### config.mk
export PLATFORM = sky130hd
export DESIGN_NAME = lsh_cell
export DESIGN_NICKNAME = d
export VERILOG_FILES = /design/src/hdl/lsh_pkg.sv /design/src/hdl/lsh_cell.sv
export SDC_FILE = /design/constraint.sdc
export NUM_CORES = 1
export LEC_CHECK = 0
export ABC_CLOCK_PERIOD_IN_PS = 1100
export BUFFER_PORTS_ARGS = -buffer_cell sky130_fd_sc_hd__buf_2
export CORE_MARGIN = 4
export CORE_UTILIZATION = 44
export DETAILED_ROUTE_END_ITERATION = 16
export HOLD_SLACK_MARGIN = 0.06
export MAX_ROUTING_LAYER = met4
export PLACE_DENSITY = 0.84
export SLEW_MARGIN = 20
export SYNTH_ARGS = -nofsm -noshare
export SYNTH_HDL_FRONTEND = slang
export SYNTH_SLANG_ARGS = --single-unit
### constraint.sdc
create_clock -name clk -period 1.1 [get_ports clk]
set_clock_uncertainty 0.2 [all_clocks]
set_input_delay 0.11 -clock clk [delete_from_list [all_inputs] [get_ports clk]]
set_output_delay 0.11 -clock clk [all_outputs]
set_load 0.02 [all_outputs]
### src/hdl/lsh_pkg.sv
// ----------------------------------------------------------------------------
// lsh_pkg
// Shared types, constants and arithmetic for the 3x3 Laplacian sharpener.
// ----------------------------------------------------------------------------
`timescale 1ns / 1ps
`default_nettype none

package lsh_pkg;

    localparam int PIX_W    = 8;
    localparam int ROW_W    = 12;
    localparam int FW_W     = 11;
    localparam int FH_W     = 13;
    localparam int CFG_W    = 13;
    localparam int CFG_IDX_W = 1;
    localparam int WIN_N    = 3;

    localparam int HEIGHT_MAX       = 4096;
    localparam int DIM_MIN          = 3;
    localparam int FRAME_WIDTH_RST  = 640;
    localparam int FRAME_HEIGHT_RST = 480;

    localparam logic [CFG_IDX_W-1:0] REG_FRAME_WIDTH  = 1'b0;
    localparam logic [CFG_IDX_W-1:0] REG_FRAME_HEIGHT = 1'b1;

    localparam logic KIND_PIXEL = 1'b0;
    localparam logic KIND_FLUSH = 1'b1;

    // one window column: rows top/middle/bottom
    typedef struct packed {
        logic [PIX_W-1:0] top;
        logic [PIX_W-1:0] mid;
        logic [PIX_W-1:0] bot;
    } col_t;

    // 4-neighbour Laplacian clamped to 0..255
    function automatic logic [PIX_W-1:0] lap_clamp(
        input logic [PIX_W-1:0] up,
        input logic [PIX_W-1:0] down,
        input logic [PIX_W-1:0] left,
        input logic [PIX_W-1:0] right,
        input logic [PIX_W-1:0] centre
    );
        logic [PIX_W+1:0]        sum;
        logic signed [PIX_W+2:0] lap;
        logic [PIX_W-1:0]        q;
        sum = {2'b00, up} + {2'b00, down} + {2'b00, left} + {2'b00, right};
        lap = $signed({1'b0, sum}) - $signed({1'b0, centre, 2'b00});
        if (lap < 0)
            q = '0;
        else if (lap > 255)
            q = '1;
        else
            q = lap[PIX_W-1:0];
        return q;
    endfunction

    // p - ceil(q/2), saturated at zero
    function automatic logic [PIX_W-1:0] sharpen(
        input logic [PIX_W-1:0] p,
        input logic [PIX_W-1:0] q
    );
        logic [PIX_W:0]   q_inc;
        logic [PIX_W-1:0] half;
        logic [PIX_W-1:0] res;
        q_inc = {1'b0, q} + {{PIX_W{1'b0}}, 1'b1};
        half  = q_inc[PIX_W:1];
        if (p >= half)
            res = p - half;
        else
            res = '0;
        return res;
    endfunction

endpackage

`default_nettype wire

### src/hdl/lsh_cell.sv
// ----------------------------------------------------------------------------
// lsh_cell
// One column of the 3x3 window; loads its neighbor's column on each shift.
// ----------------------------------------------------------------------------
`timescale 1ns / 1ps
`default_nettype none

module lsh_cell
    import lsh_pkg::*;
(
    input  wire logic clk,
    input  wire logic rst_n,
    input  wire logic shift_en,
    input  wire col_t col_in,
    output col_t      col_out
);

    col_t col_reg;
    col_t col_next;

    always_comb
    begin
        col_next = shift_en ? col_in : col_reg;
    end

    always_ff @(posedge clk or negedge rst_n)
    begin
        if (!rst_n)
            col_reg <= '0;
        else
            col_reg <= col_next;
    end

    assign col_out = col_reg;

endmodule

`default_nettype wire

==> flow_summary.json <==
{
  "status": "complete, but fails checks",
  "violations": "negative setup slack",
  "placed_area_sq_mm": 0.00127,
  "switching_share": 0.263,
  "clockRootBuffer": "clkbuf_4",
  "synthArstFlopShare": 1.00,
  "fp-row-count": 16,
  "critPathTopFamily": "flip-flops",
  "yosysTopAreaCell": "dfrtp_1",
  "overflow": 0,
  "worstPathRequired_ps": 790,
  "drive_gt1_frac": 0.660,
  "cp_slowest_stage_delay_ps": 440,
  "p_seq_frac": 0.428,
  "yosys-top-cells-count": "dfrtp_1 (24), mux2_4 (20), mux2_2 (4)",
  "fin_area_sq_mm": 0.00186,
  "power.leakage_uw": 0.000940,
  "h-tree-depth": 1,
  "ys.flop_type": "dfrtp_1",
  "path_buf_inv": 1,
  "max_freq_mhz": 817,
  "crit_fanout": 2,
  "grt_usage": 0.209,
  "p_clk_frac": 0.265,
  "diodes": 0,
  "coreArea_sq_mm": 0.00206,
  "die-area_sq_mm": 0.00309,
  "setup_viol": 38,
  "crit_path_start_kind": "flop",
  "cts.sinks": 24,
  "postSynthRegisterBits": 24,
  "layout_setup_ws_ps": -123,
  "cts_tree": "done",
  "clkTransAtPathRegs_ps": 150,
  "nNetsFinal": 172,
  "grt_max_degree": 25,
  "yosysWarningCount": 0,
  "synth-edff-count": 0,
  "netlist_instances": 51,
  "hold_viol_final": 0,
  "final_max_slew_viol_count": 0,
  "power_switching_uw": 646,
  "syn-cell-area_sq_um": 997,
  "start_util": 0.484,
  "fp.dieH_um": 55.6,
  "syn_nets": 78,
  "post-route-min-period_ps": 1220,
  "drt-pass1-iter-count": 3,
  "postRouteAntennaNets": 0,
  "cts_hold_buffers": 25,
  "netlist.area_leader.share": 0.602,
  "hp-class": "primary input to flop",
  "crit_chain": "buf_6",
  "synth-seq-area-share": 0.602,
  "die_w_um": 55.6,
  "cap_violations": 0,
  "place_hpwl_um": 1520,
  "drt-vias-per-instance": 4.65,
  "critPathArrivalTime_ps": 910,
  "port_buffers": 50,
  "drt-initial-drc-count": 21,
  "synthTopCellsByArea": "dfrtp_1 (60%), mux2_4 (30%), mux2_2 (4.5%), buf_12 (4.0%), buf_6 (1.1%)",
  "synth_area_per_cell_sq_um": 19.6,
  "wl_per_cell_um": 18.9,
  "vias": 795,
  "peakVddDrop_mv": 2.16,
  "path_class": "flop to primary output",
  "drc": 0,
  "slew_headroom": 0.648,
  "antenna_found_initial": 0,
  "routed_wl_um": 3240,
  "synth_cell_types": 5,
  "post-route-period-util": 1.11,
  "end_kind": "primary output",
  "rsz0062_at_grt": "true",
  "slowest_stage": "dfrtp_1",
  "clockBufferDepth": 2,
  "hold_slack_ps": 43.0,
  "pin_count": 51,
  "yosys.cell_count.top_type": "dfrtp_1",
  "grt_pass1_wl_um": 4820,
  "power_frac_comb": 0.307,
  "intPower_uw": 1810,
  "clock_latency_ps": 330,
  "power_density_mw_per_mm2": 1320,
  "fill_cells": 80,
  "numCtsBuffers": 3,
  "syn2layout_area_growth_pct": 86.7,
  "gp_congestion": 0.818,
  "grt_pass1_vias": 898,
  "largest_reg_flops": 24,
  "tightestPinTransition_ps": 528
}
[routing by layer]
layer | global-route usage | wire length [um]
met2 | 0.392 | 1810
met1 | 0.228 | 1270
met4 | 0.0417 | 11
met5 | - | 0
met3 | 0.0394 | 149
[final timing paths]
path	cells after the start	to	slack, ps	from
min in group asynchronous	2	col_out[3]$_DFFE_PN0P_	100	rst_n
worst min register to register	1	col_out[5]$_DFFE_PN0P_	360	col_out[5]$_DFFE_PN0P_
max in group asynchronous	2	col_out[7]$_DFFE_PN0P_	240	rst_n
worst max-delay path	1	col_out[6]	-120	col_out[6]$_DFFE_PN0P_
worst max register to register	2	col_out[17]$_DFFE_PN0P_	-40	col_out[17]$_DFFE_PN0P_
worst min-delay path	3	col_out[0]$_DFFE_PN0P_	40	shift_en
[cells in the final DEF (no fill, tap or decap)]
cell type	instances
buf_12	2
buf_2	26
buf_4	8
buf_6	31
bufinv_16	1
clkbuf_4	3
dfrtp_1	24
dlygate4sd3_1	25
mux2_2	4
mux2_4	20
[power groups by stage]
stage / Clock [uW] / Combinational, uW / Sequential (uW)
3_5_place_dp: 0 / 459 / 1030
4_1_cts: 632 / 685 / 1030
2_1_floorplan: 0 / 173 / 1140
6_report: 650 / 753 / 1050
3_3_place_gp: 0 / 450 / 1030
5_1_grt: 704 / 787 / 1060
[layout make-up]
class / instances / area [sq um] / area share
timing repair buffer: 92 / 830 / 0.446
sequential: 24 / 601 / 0.323
multi-input combinational: 24 / 345 / 0.185
tap: 27 / 33.8 / 0.0181
clock inverter: 1 / 30.0 / 0.0161
clock buffer: 3 / 22.5 / 0.0121
[repair_timing]
item                                   4_1_cts  5_1_grt
gates resized for setup                     46        9
buffers inserted                            10        5
setup endpoints to repair                   24       34
pin swaps                                    0        0
endpoints found under the hold margin       48       10
[cells by family (layout without fill, tap and decap cells)]
family	count (synthesis)	after routing	share of synthesized area
buffers and inverters	3	96	0.0514
DFF	24	24	0.602
muxes	24	24	0.346
[stage by stage]
step	cells	total power (uW)	utilization	TNS, ps	worst slack [ps]
finish	171	2450	0.903	-2680	-123
detailed placement	127	1490	0.616	0	11.9
CTS	166	2350	0.869	-1770	-82.9
floorplan	51	1320	-	0	65.3
global route	171	2550	0.903	-3820	-163
global placement	127	1480	0.616	0	33.0
No activity file was read; power rests on OpenSTA's default activity.
